===== config.mk =====
export PLATFORM = sky130hd
export DESIGN_NAME = obstacle_avoid_drive_fsm_flat
export DESIGN_NICKNAME = d
export VERILOG_FILES = /design/src/rtl/core/oad_pkg.sv /design/src/rtl/core/oad_if.sv /design/src/rtl/core/oad_step.sv /design/src/rtl/core/obstacle_avoid_drive_fsm.sv /design/src/flat_wrapper.sv
export SDC_FILE = /design/constraint.sdc
export NUM_CORES = 1
export LEC_CHECK = 0
export BUFFER_PORTS_ARGS = -buffer_cell sky130_fd_sc_hd__buf_2
export CORE_ASPECT_RATIO = 0.7
export CORE_MARGIN = 2
export CORE_UTILIZATION = 63
export CTS_CLUSTER_DIAMETER = 30
export CTS_CLUSTER_SIZE = 25
export DETAILED_ROUTE_END_ITERATION = 6
export HOLD_SLACK_MARGIN = 0.1
export MAX_ROUTING_LAYER = met4
export PLACE_DENSITY = 0.86
export SLEW_MARGIN = 20
export SYNTH_ARGS = -nofsm -noshare
export SYNTH_HDL_FRONTEND = slang
export SYNTH_SLANG_ARGS = --single-unit
export TNS_END_PERCENT = 100

===== constraint.sdc =====
create_clock -name clock -period 8.7 [get_ports clock]
set_input_delay 0.435 -clock clock [delete_from_list [all_inputs] [get_ports clock]]
set_output_delay 0.435 -clock clock [all_outputs]
set_load 0.05 [all_outputs]

===== src/rtl/core/oad_pkg.sv =====
// Shared types, codes and constants of the obstacle avoidance drive controller.
package oad_pkg;

   localparam int unsigned DIST_W   = 10;
   localparam int unsigned TICK_W   = 16;
   localparam int unsigned BUDGET_W = 32;
   localparam int unsigned DRIVE_W  = 13;
   localparam int unsigned MODE_W   = 3;
   localparam int unsigned CMD_W    = 3;
   localparam int unsigned CSR_IDX_W  = 2;
   localparam int unsigned CSR_DATA_W = 16;

   localparam logic [MODE_W-1:0] MODE_STOP     = 3'd0;
   localparam logic [MODE_W-1:0] MODE_STRAIGHT = 3'd1;
   localparam logic [MODE_W-1:0] MODE_AVL1     = 3'd2;
   localparam logic [MODE_W-1:0] MODE_AVL2     = 3'd3;
   localparam logic [MODE_W-1:0] MODE_AVR1     = 3'd4;
   localparam logic [MODE_W-1:0] MODE_AVR2     = 3'd5;
   localparam logic [MODE_W-1:0] MODE_TURNL    = 3'd6;
   localparam logic [MODE_W-1:0] MODE_TURNR    = 3'd7;

   localparam logic [CMD_W-1:0] CMD_NONE     = 3'd0;
   localparam logic [CMD_W-1:0] CMD_HALT     = 3'd1;
   localparam logic [CMD_W-1:0] CMD_STRAIGHT = 3'd2;
   localparam logic [CMD_W-1:0] CMD_LEFT     = 3'd3;
   localparam logic [CMD_W-1:0] CMD_RIGHT    = 3'd4;

   localparam logic [CSR_IDX_W-1:0] CSR_STOP_DIST   = 2'd0;
   localparam logic [CSR_IDX_W-1:0] CSR_VEER_DIST   = 2'd1;
   localparam logic [CSR_IDX_W-1:0] CSR_AVOID_TICKS = 2'd2;
   localparam logic [CSR_IDX_W-1:0] CSR_TURN_TICKS  = 2'd3;

   localparam logic [DIST_W-1:0] STOP_DIST_RESET   = 10'd20;
   localparam logic [DIST_W-1:0] VEER_DIST_RESET   = 10'd40;
   localparam logic [TICK_W-1:0] AVOID_TICKS_RESET = 16'd700;
   localparam logic [TICK_W-1:0] TURN_TICKS_RESET  = 16'd1000;

   localparam logic signed [DRIVE_W-1:0] DRIVE_OFF      = 13'sd0;
   localparam logic signed [DRIVE_W-1:0] DRIVE_CRUISE   = 13'sd600;
   localparam logic signed [DRIVE_W-1:0] DRIVE_FAST     = 13'sd2000;
   localparam logic signed [DRIVE_W-1:0] DRIVE_BACK     = -13'sd500;
   localparam logic signed [DRIVE_W-1:0] DRIVE_BACK_HRD = -13'sd1500;

   typedef struct packed {
      logic [MODE_W-1:0]   mode;
      logic [CMD_W-1:0]    pending;
      logic [TICK_W-1:0]   phase;
      logic [BUDGET_W-1:0] budget;
   } oad_state_type;

   typedef struct packed {
      logic [DIST_W-1:0] stop_dist;
      logic [DIST_W-1:0] veer_dist;
      logic [TICK_W-1:0] avoid_ticks;
      logic [TICK_W-1:0] turn_ticks;
   } oad_cfg_type;

   function automatic logic signed [DRIVE_W-1:0] oad_left_drive(input logic [MODE_W-1:0] m);
      logic signed [DRIVE_W-1:0] d;
      case (m)
         MODE_STOP:     d = DRIVE_OFF;
         MODE_STRAIGHT: d = DRIVE_CRUISE;
         MODE_AVL1:     d = DRIVE_FAST;
         MODE_AVL2:     d = DRIVE_BACK;
         MODE_AVR1:     d = DRIVE_BACK;
         MODE_AVR2:     d = DRIVE_FAST;
         MODE_TURNL:    d = DRIVE_BACK_HRD;
         default:       d = DRIVE_FAST;
      endcase
      return d;
   endfunction

   function automatic logic signed [DRIVE_W-1:0] oad_right_drive(input logic [MODE_W-1:0] m);
      logic signed [DRIVE_W-1:0] d;
      case (m)
         MODE_STOP:     d = DRIVE_OFF;
         MODE_STRAIGHT: d = DRIVE_CRUISE;
         MODE_AVL1:     d = DRIVE_BACK;
         MODE_AVL2:     d = DRIVE_FAST;
         MODE_AVR1:     d = DRIVE_FAST;
         MODE_AVR2:     d = DRIVE_BACK;
         MODE_TURNL:    d = DRIVE_FAST;
         default:       d = DRIVE_BACK_HRD;
      endcase
      return d;
   endfunction

endpackage


===== src/rtl/core/oad_if.sv =====
// Request and response channel interfaces of the drive controller.
interface oad_req_if import oad_pkg::*; ();
   logic                valid;
   logic                ready;
   logic [CMD_W-1:0]    command;
   logic                load_budget;
   logic [BUDGET_W-1:0] budget_value;
   logic [DIST_W-1:0]   left_range;
   logic [DIST_W-1:0]   middle_range;

   modport source (output valid, command, load_budget, budget_value, left_range,
                   middle_range, input ready);
   modport sink (input valid, command, load_budget, budget_value, left_range,
                 middle_range, output ready);
endinterface

interface oad_rsp_if import oad_pkg::*; ();
   logic                      valid;
   logic                      ready;
   logic signed [DRIVE_W-1:0] left_drive;
   logic signed [DRIVE_W-1:0] right_drive;
   logic [MODE_W-1:0]         mode;
   logic                      busy_res;

   modport source (output valid, left_drive, right_drive, mode, busy_res, input ready);
   modport sink (input valid, left_drive, right_drive, mode, busy_res, output ready);
endinterface


===== src/rtl/core/oad_step.sv =====
// Next-state logic of the drive controller for one control tick.
module oad_step import oad_pkg::*; (
   input  oad_state_type       state,
   input  oad_cfg_type         cfg,
   input  logic [CMD_W-1:0]    command,
   input  logic                load_budget,
   input  logic [BUDGET_W-1:0] budget_value,
   input  logic [DIST_W-1:0]   left_range,
   input  logic [DIST_W-1:0]   middle_range,
   output oad_state_type       next_state,
   output logic                busy
);

   logic [CMD_W-1:0]    pend;
   logic [BUDGET_W-1:0] bud;
   logic [TICK_W-1:0]   limit;
   logic [MODE_W-1:0]   phase_next_mode;
   logic                valid_cmd;

   assign valid_cmd = (command == CMD_HALT) || (command == CMD_STRAIGHT) ||
                      (command == CMD_LEFT) || (command == CMD_RIGHT);
   assign pend = valid_cmd ? command : state.pending;
   assign bud  = load_budget ? budget_value : state.budget;

   always_comb begin
      case (state.mode)
         MODE_AVL1: begin
            limit = cfg.avoid_ticks;
            phase_next_mode = MODE_AVL2;
         end
         MODE_AVR1: begin
            limit = cfg.avoid_ticks;
            phase_next_mode = MODE_AVR2;
         end
         MODE_AVL2, MODE_AVR2: begin
            limit = cfg.avoid_ticks;
            phase_next_mode = MODE_STRAIGHT;
         end
         default: begin
            limit = cfg.turn_ticks;
            phase_next_mode = MODE_STRAIGHT;
         end
      endcase
   end

   always_comb begin
      next_state.mode    = state.mode;
      next_state.pending = pend;
      next_state.phase   = state.phase;
      next_state.budget  = bud;
      case (state.mode)
         MODE_STOP: begin
            next_state.mode    = (pend == CMD_STRAIGHT) ? MODE_STRAIGHT : MODE_STOP;
            next_state.pending = CMD_NONE;
         end
         MODE_STRAIGHT: begin
            next_state.pending = CMD_NONE;
            next_state.phase   = '0;
            case (pend)
               CMD_HALT:     next_state.mode = MODE_STOP;
               CMD_LEFT:     next_state.mode = MODE_TURNL;
               CMD_RIGHT:    next_state.mode = MODE_TURNR;
               CMD_STRAIGHT: next_state.mode = MODE_STRAIGHT;
               default: begin
                  if (middle_range < cfg.stop_dist) begin
                     next_state.mode = MODE_STOP;
                  end else if (left_range < cfg.stop_dist) begin
                     next_state.mode = MODE_AVL1;
                  end else if (left_range > cfg.veer_dist) begin
                     next_state.mode = MODE_AVR1;
                  end else if (bud != '0) begin
                     next_state.budget = bud - 1'b1;
                     next_state.mode   = MODE_STRAIGHT;
                  end else begin
                     next_state.mode = MODE_STOP;
                  end
               end
            endcase
         end
         default: begin
            if (state.phase < limit) begin
               next_state.phase = state.phase + 1'b1;
            end else begin
               next_state.phase = '0;
               next_state.mode  = phase_next_mode;
            end
         end
      endcase
   end

   assign busy = (next_state.pending != CMD_NONE) || (next_state.budget != '0);

endmodule


===== src/rtl/core/obstacle_avoid_drive_fsm.sv =====
// Top level of the obstacle avoidance drive controller.
// Each request item is one control tick and produces exactly one response item holding the
// wheel drive, the mode and the busy flag after that tick. The block takes one item per clock
// cycle unless rsp.ready stalls it; the whole state update sits between the state registers
// and the response register, and a new item is taken whenever the response register is empty
// or is being emptied in the same cycle. Configuration writes land in the cycle after csr_we.
module obstacle_avoid_drive_fsm import oad_pkg::*; (
   input  logic                  clock,
   input  logic                  reset,
   oad_req_if.sink               req,
   oad_rsp_if.source             rsp,
   input  logic                  csr_we,
   input  logic [CSR_IDX_W-1:0]  csr_index,
   input  logic [CSR_DATA_W-1:0] csr_wdata
);

   oad_cfg_type   cfg_ff;
   oad_cfg_type   cfg_in;
   oad_state_type state_ff;
   oad_state_type state_in;
   logic          rsp_valid_ff;
   logic          rsp_valid_in;
   logic          busy;
   logic          req_fire;

   logic signed [DRIVE_W-1:0] left_drive_ff;
   logic signed [DRIVE_W-1:0] right_drive_ff;
   logic [MODE_W-1:0]         mode_ff;
   logic                      busy_ff;

   assign req.ready = !rsp_valid_ff || rsp.ready;
   assign req_fire  = req.valid && req.ready;

   always_comb begin
      cfg_in = cfg_ff;
      if (csr_we) begin
         case (csr_index)
            CSR_STOP_DIST:   cfg_in.stop_dist   = csr_wdata[DIST_W-1:0];
            CSR_VEER_DIST:   cfg_in.veer_dist   = csr_wdata[DIST_W-1:0];
            CSR_AVOID_TICKS: cfg_in.avoid_ticks = csr_wdata[TICK_W-1:0];
            CSR_TURN_TICKS:  cfg_in.turn_ticks  = csr_wdata[TICK_W-1:0];
            default:         cfg_in = cfg_ff;
         endcase
      end
   end

   oad_step u_step (
      .state        (state_ff),
      .cfg          (cfg_ff),
      .command      (req.command),
      .load_budget  (req.load_budget),
      .budget_value (req.budget_value),
      .left_range   (req.left_range),
      .middle_range (req.middle_range),
      .next_state   (state_in),
      .busy         (busy)
   );

   assign rsp_valid_in = req_fire || (rsp_valid_ff && !rsp.ready);

   always_ff @(posedge clock) begin
      if (reset) begin
         cfg_ff.stop_dist   <= STOP_DIST_RESET;
         cfg_ff.veer_dist   <= VEER_DIST_RESET;
         cfg_ff.avoid_ticks <= AVOID_TICKS_RESET;
         cfg_ff.turn_ticks  <= TURN_TICKS_RESET;
         state_ff.mode      <= MODE_STOP;
         state_ff.pending   <= CMD_NONE;
         state_ff.phase     <= '0;
         state_ff.budget    <= '0;
         rsp_valid_ff       <= 1'b0;
      end else begin
         cfg_ff       <= cfg_in;
         rsp_valid_ff <= rsp_valid_in;
         if (req_fire) begin
            state_ff <= state_in;
         end
      end
   end

   always_ff @(posedge clock) begin
      if (req_fire) begin
         left_drive_ff  <= oad_left_drive(state_in.mode);
         right_drive_ff <= oad_right_drive(state_in.mode);
         mode_ff        <= state_in.mode;
         busy_ff        <= busy;
      end
   end

   assign rsp.valid       = rsp_valid_ff;
   assign rsp.left_drive  = left_drive_ff;
   assign rsp.right_drive = right_drive_ff;
   assign rsp.mode        = mode_ff;
   assign rsp.busy_res    = busy_ff;

`ifndef NO_ASSERTIONS
   a_reset_state: assert property (@(posedge clock)
      reset |=> (state_ff.mode == MODE_STOP) && (state_ff.pending == CMD_NONE) && !rsp_valid_ff)
      else $error("state not cleared by reset");

   a_fire_gives_rsp: assert property (@(posedge clock) disable iff (reset)
      req_fire |=> rsp_valid_ff)
      else $error("accepted item produced no response");

   a_rsp_mode_tracks_state: assert property (@(posedge clock) disable iff (reset)
      rsp_valid_ff |-> (mode_ff == state_ff.mode))
      else $error("response mode differs from state mode");

   a_rsp_busy_tracks_state: assert property (@(posedge clock) disable iff (reset)
      rsp_valid_ff |-> (busy_ff == ((state_ff.pending != CMD_NONE) || (state_ff.budget != '0))))
      else $error("response busy flag differs from state");

   a_phase_only_timed: assert property (@(posedge clock) disable iff (reset)
      (state_ff.phase != '0) |-> ((state_ff.mode != MODE_STOP) &&
                                  (state_ff.mode != MODE_STRAIGHT)))
      else $error("phase counter running outside a timed mode");
`endif

endmodule


===== src/flat_wrapper.sv =====
// flat-port wrapper written by rule: the top's interface ports become plain ports
module obstacle_avoid_drive_fsm_flat import oad_pkg::*;
  (clock, reset, csr_we, csr_index, csr_wdata, req_valid, req_command, req_load_budget, req_budget_value, req_left_range, req_middle_range, req_ready, rsp_valid, rsp_left_drive, rsp_right_drive, rsp_mode, rsp_busy_res, rsp_ready);
  oad_req_if req_i ();
  oad_rsp_if rsp_i ();
  input  logic clock;
  input  logic reset;
  input  logic csr_we;
  input  logic [CSR_IDX_W-1:0] csr_index;
  input  logic [CSR_DATA_W-1:0] csr_wdata;
  input wire logic [$bits(req_i.valid)-1:0] req_valid;
  input wire logic [$bits(req_i.command)-1:0] req_command;
  input wire logic [$bits(req_i.load_budget)-1:0] req_load_budget;
  input wire logic [$bits(req_i.budget_value)-1:0] req_budget_value;
  input wire logic [$bits(req_i.left_range)-1:0] req_left_range;
  input wire logic [$bits(req_i.middle_range)-1:0] req_middle_range;
  output wire logic [$bits(req_i.ready)-1:0] req_ready;
  output wire logic [$bits(rsp_i.valid)-1:0] rsp_valid;
  output wire logic [$bits(rsp_i.left_drive)-1:0] rsp_left_drive;
  output wire logic [$bits(rsp_i.right_drive)-1:0] rsp_right_drive;
  output wire logic [$bits(rsp_i.mode)-1:0] rsp_mode;
  output wire logic [$bits(rsp_i.busy_res)-1:0] rsp_busy_res;
  input wire logic [$bits(rsp_i.ready)-1:0] rsp_ready;
  assign req_i.valid = req_valid;
  assign req_i.command = req_command;
  assign req_i.load_budget = req_load_budget;
  assign req_i.budget_value = req_budget_value;
  assign req_i.left_range = req_left_range;
  assign req_i.middle_range = req_middle_range;
  assign req_ready = req_i.ready;
  assign rsp_valid = rsp_i.valid;
  assign rsp_left_drive = rsp_i.left_drive;
  assign rsp_right_drive = rsp_i.right_drive;
  assign rsp_mode = rsp_i.mode;
  assign rsp_busy_res = rsp_i.busy_res;
  assign rsp_i.ready = rsp_ready;
  obstacle_avoid_drive_fsm u_core (.clock(clock), .reset(reset), .req(req_i), .rsp(rsp_i), .csr_we(csr_we), .csr_index(csr_index), .csr_wdata(csr_wdata));
endmodule

* Word level (Yosys, flattened, before mapping)
Cells that the tools add are included.
Storage, ports and cells: flip-flop bits (word level) 137, output and inout bits 32
Cells by class: $add $sub $neg 2, $lt $le $gt $ge 4, equal/unequal tests 22, muxes and demuxes 23, bitwise operators 1, reductions and logical operators 27
Operator list (number):
- 32-bit two-way mux | 7
- 13-bit case mux with 4 select lines | 2
- 32-bit nonzero test | 2
- 16-bit two-way mux | 2
- 16-bit case mux with 2 select lines | 1
- 32-bit by 1-bit subtractor with 32-bit output, second input constant | 1
- 3-bit by 2-bit equality test with 1-bit output, second input constant | 8
- 3-bit equality test, second input constant | 7
- 10-bit less-than comparator | 2
- 3-bit two-way mux | 6
- 16-bit by 1-bit adder with 16-bit output, second input constant | 1
- 16-bit less-than comparator | 1
- 3-bit by 1-bit equality test with 1-bit output, second input constant | 4
- 3-bit case mux with 2 select lines | 2
- 3-bit case mux with 4 select lines | 1
- 10-bit greater-than comparator | 1
- 2-bit AND reduction | 5
- 4-bit OR reduction | 2
- 3-bit zero test | 2
- 1-bit logical OR | 6
- 2-bit OR reduction | 3
- 2-bit equality test, second input constant | 2
- 3-bit nonzero test | 1
- 3-bit OR reduction | 1
- other kinds (6) | 9

* Depth between registers and ports, before layout
depth after elaboration 11, mapped depth 19, gate-level depth less buffers 13

* Cells and area by module
A second synthesis with hierarchy kept.
Unflattened totals: cells, all modules 1028, area total of the unflattened synthesis 8466.9 um^2
Modules (own cells, without submodules):
- obstacle_avoid_drive_fsm | instances 1, cells each 529, area each 4934.7 um^2, sequential area each 2682.6 um^2
- oad_step | instances 1, cells each 499, area each 3532.1 um^2, sequential area each 0.0 um^2

* Worst setup path after synthesis
Ideal clock, no wire load.
path type input-to-reg, start point input req_load_budget, end point register u_core.busy_ff (netlist: u_core.rsp.busy_res) (data pin), data arrival time 3.874 ns, required time 8.429 ns, path slack 4.555 ns, stages on the path 17, path buffers 6, cell sequence buf_2 buf_6 buf_6 buf_6 clkbuf_1 buf_6 mux2i_1 ha_1 nor4b_1 a22oi_1 and4bb_2 a21oi_2 nand3_2 or4_4 a22o_1 nor4_2 nand4_1
Between the ends: cells in the longest elaborated chain, start to end 10, elaborated cells on any way between the ends 11
Ends and longest elaborated chain:
- from (decl) | line flat_wrapper.sv:13 | input wire logic [$bits(req_i.load_budget)-1:0] req_load_budget;
- 32-bit two-way mux * | line oad_step.sv:23 | assign bud = load_budget ? budget_value : state.budget;
- 32-bit by 1-bit subtractor with 32-bit output or 32-bit nonzero test (tied branches) | line oad_step.sv:72, oad_step.sv:71
- 32-bit two-way mux | line oad_step.sv:71 | end else if (bud != '0) begin
- 32-bit two-way mux | line oad_step.sv:69 | end else if (left_range > cfg.veer_dist) begin
- 32-bit two-way mux | line oad_step.sv:67 | end else if (left_range < cfg.stop_dist) begin
- 32-bit two-way mux | line oad_step.sv:65 | if (middle_range < cfg.stop_dist) begin
- 32-bit two-way mux | line oad_step.sv:59 | case (pend)
- 32-bit two-way mux * | line oad_step.sv:51 | case (state.mode)
- 32-bit nonzero test * | line oad_step.sv:91 | assign busy = (next_state.pending != CMD_NONE) || (next_state.budget != '0);
- 1-bit logical OR * | line oad_step.sv:91
- named net u_core.busy | line obstacle_avoid_drive_fsm.sv:23 | logic busy;
- to (signal assigned) | line obstacle_avoid_drive_fsm.sv:86 | busy_ff <= busy;
- to (decl) | line obstacle_avoid_drive_fsm.sv:29 | logic busy_ff;
Mark *: on every way through the listed nets, which the timed path passes. The rest lies on a longest branch. A chain may end at the register's enable or synchronous reset.

* Worst setup path after layout
Ends and elaborated chain as after synthesis.

==> impl_metrics.toml <==
[power]
max-vdd-ir-drop_v = 0.000145
p_leak_uw = 0.00385
powerDensity_nw_per_um2 = 190
power_uw = 1760

[critical_path]
reg2reg_from = "u_core.state_ff[53]$_SDFFE_PP0P_"
cp_data_arrival_time_ps = 4630
startpoint_type = "input port"
worstPathMaxFanout = 87
r2r-end = "u_core.rsp.left_drive[10]$_DFFE_PP_"
reg2reg_slack_ps = 4640
path_class = "in2reg"
cp-end-kind = "flop"
crit_slowest_cell = "buf_4"
reg2reg_depth = 14
cp_cell_sequence = "buf_2, buf_4, mux2i_1, ha_1, nor4b_1, a22oi_1, and4bb_2, a21oi_2, nand3_2, or4_4, a22o_1, nor4_2, nand4_1"
worstPathRequired_ps = 8860
max_stage_delay_ps = 710

[die]
io_pins = 111
die_y_um = 99.5
initial_utilization_pct = 65.2
coreArea_um2 = 12600
die_w_um = 140
num_rows = 34
die_area_um2 = 14000

[layout]
final_cells = 1242
fin_area_um2 = 9280
drive_gt1_share_pct = 17.7
final_common_cell = "nand2_1"
final_cell_mix = "143 x nand2_1, 107 x dfxtp_1, 106 x buf_2, 88 x a21oi_1, 75 x nor2_1"
area_growth_pct = 13.0
fillers = 946
final_nets = 1191

[sta]
max_freq_mhz = 224
slew_viol_final = 0
max-slew-margin-rel_pct = 37.4
final_hold_viol_count = 0
rsz0062_at_grt = "no"
tightestPinTransition_ps = 940
timing.final.crit_share_pct = 51.3
tns_ps = 0
finalCriticalPeriod_ps = 4470
final-setup-viol-count = 0
clock-skew-final_ps = 15.8

[grt]
grt_overflow = 0
grt_pass1_vias = 7264
antenna_found_initial = 1
grt_max_degree = 88
track_usage_pct = 33.3
grt_pass1_wl_um = 36500

[cts]
cts_setup_buffers = 0
cts.repair.resized = 0
cts_tree = "yes"
htree_levels = 4
cts.clk_slew.worst_paths_ps = 70
clkSinkCount = 125
ctsLongestPathBuffers = 2
clock_latency_ps = 430
root_buffer = "clkbuf_16"
hold_buffers = 0
numCtsBuffers = 17

[synthesis]
yosysSeqAreaShare_pct = 32.7
synth-compound-area-share_pct = 19.0
syn-cell-area_um2 = 8220
synth_mux_area_share_pct = 7.11
synth-edff-count = 18
synth_cells = 1001
synth_xor_area_share_pct = 2.65
avgSynthCellArea_um2 = 8.21
ys_types = 96
synth_top_family_by_area = "simple AND/OR/NAND/NOR gates"
synth_flop_cell = "dfxtp_1"
async_flop_share_pct = 0
synthAdderAreaFrac_pct = 7.13
yosysWarnings = 0
yosys.area_share.simple_pct = 25.4
synth.ff_latch_count = 125

[flow_run]
cap_viol_max_count = 0

[worst_hold_path]
hold_path_end = "u_core.rsp.valid$_SDFF_PP0_"
holdPathStages = 3
hold_path.class = "in2reg"
min_from = "req_valid"

[drt]
drt_wl_total_um = 22200
drt_iter0_drc = 891
ant_nets = 0
vias = 7938
wire_per_inst_um = 17.9
vias_per_cell = 6.39
drc = 0
dr.pass1.iters = 5

[placement]
dpl_cell_area_um2 = 8640
place_congestion = 0.961
dp_cells = 1209
io_buffers = 106
dp_hpwl_um = 15200

[outcome]
status = "complete, no violations"
-- worst max-delay path by stage --
stage / start / to / slack [ps] / depth (start not counted)
floorplan: req_load_budget / u_core.rsp.busy_res$_DFFE_PP_ / 4560 / 17
finish: req_load_budget / u_core.rsp.busy_res$_DFFE_PP_ / 4230 / 13
detailed placement: req_load_budget / u_core.rsp.busy_res$_DFFE_PP_ / 3860 / 13
global route: req_load_budget / u_core.rsp.busy_res$_DFFE_PP_ / 3990 / 13
CTS: req_load_budget / u_core.rsp.busy_res$_DFFE_PP_ / 4300 / 13
global placement: req_load_budget / u_core.rsp.busy_res$_DFFE_PP_ / 4010 / 13
-- layout make-up --
cell class	count	area (um^2)	area share, %
diodes	1	2.50	0.0270
repair buffers	112	576	6.20
multi-input cells	777	5060	54.5
well taps	162	203	2.18
clock inverters	10	125	1.35
inverters	33	124	1.33
clock buffers	22	507	5.46
flip-flops and latches	125	2680	28.9
-- cells in the mapped netlist, drive strengths merged, types with 6 or more instances --
| library cell | instances | area, um^2 |
|---|---|---|
| or4 | 14 | 121 |
| xnor2 | 19 | 174 |
| mux2i | 49 | 490 |
| inv | 32 | 120 |
| o31ai | 8 | 60.1 |
| nor4b | 7 | 67.6 |
| nand3b | 9 | 67.6 |
| nand2b | 8 | 50.1 |
| edfxtp | 18 | 541 |
| o211ai | 16 | 120 |
| a31oi | 8 | 50.1 |
| ha | 46 | 576 |
| nor3b | 7 | 52.6 |
| clkbuf | 38 | 156 |
| nand4 | 12 | 75.1 |
| nor3 | 24 | 125 |
| o21a | 6 | 45.0 |
| nor4 | 15 | 100 |
| a211oi | 8 | 65.1 |
| mux2 | 8 | 93.8 |
| and3 | 15 | 95.1 |
| and2 | 10 | 63.8 |
| a22oi | 9 | 67.6 |
| nand2 | 143 | 537 |
| nor2 | 77 | 297 |
| or3 | 9 | 62.6 |
| a21oi | 91 | 474 |
| dfxtp | 107 | 2140 |
| a21o | 7 | 53.8 |
| nand3 | 33 | 170 |
| buf | 31 | 214 |
| o21ai | 40 | 200 |
| or2 | 6 | 37.5 |
-- cell families after synthesis --
| family | after synthesis |
|---|---|
| AOI/OAI and AO/OA | 239 |
| xor gates and xnor gates | 24 |
| adders and majority gates | 47 |
| buffers and inverters | 102 |
| DFF | 125 |
| muxes | 57 |
| other | 1 |
| and+or+nand+nor | 406 |
-- state kept, by name, summed over array words and instances, names as in the netlist --
| name | count |
|---|---|
| u_core.state_ff | 54 |
| u_core.cfg_ff | 52 |
| u_core.rsp.left_drive | 7 |
| u_core.rsp.right_drive | 7 |
| u_core.rsp.mode | 3 |
| u_core.rsp.busy_res | 1 |
| u_core.rsp.valid | 1 |
-- critical path, delay by kind of cell --
family                   cells  cell delay, ps
adder cells (fa/ha/maj)      1             290
AND/OR/NAND/NOR              6            2000
AO/OA/AOI/OAI                3             760
buffers and inverters        2             780
multiplexers                 1             320
-- power breakdown --
group / total [uW] / internal [uW] / switching, uW
clock: 751 / 474 / 277
combinational: 366 / 119 / 247
sequential: 643 / 622 / 20.9
-- metrics by stage --
step | hold WS, ps | utilization, % | setup WS (ps)
finish | 260 | 73.7 | 4230
global route | 269 | 73.7 | 3990
CTS | 256 | 73.6 | 4300
detailed placement | 448 | 68.6 | 3860
global placement | 441 | 68.6 | 4010
floorplan | 436 | - | 4560
-- routing by layer --
layer  vias up  track usage [%]  part of all wire, %
met2       445             45.7                   41
li1       3771                -                    -
met4         0             9.77                  1.6
met1      3675             48.3                   46
met3        47             8.28                   11
met5         -                -                    0
Power figures use the tool's default switching activity.
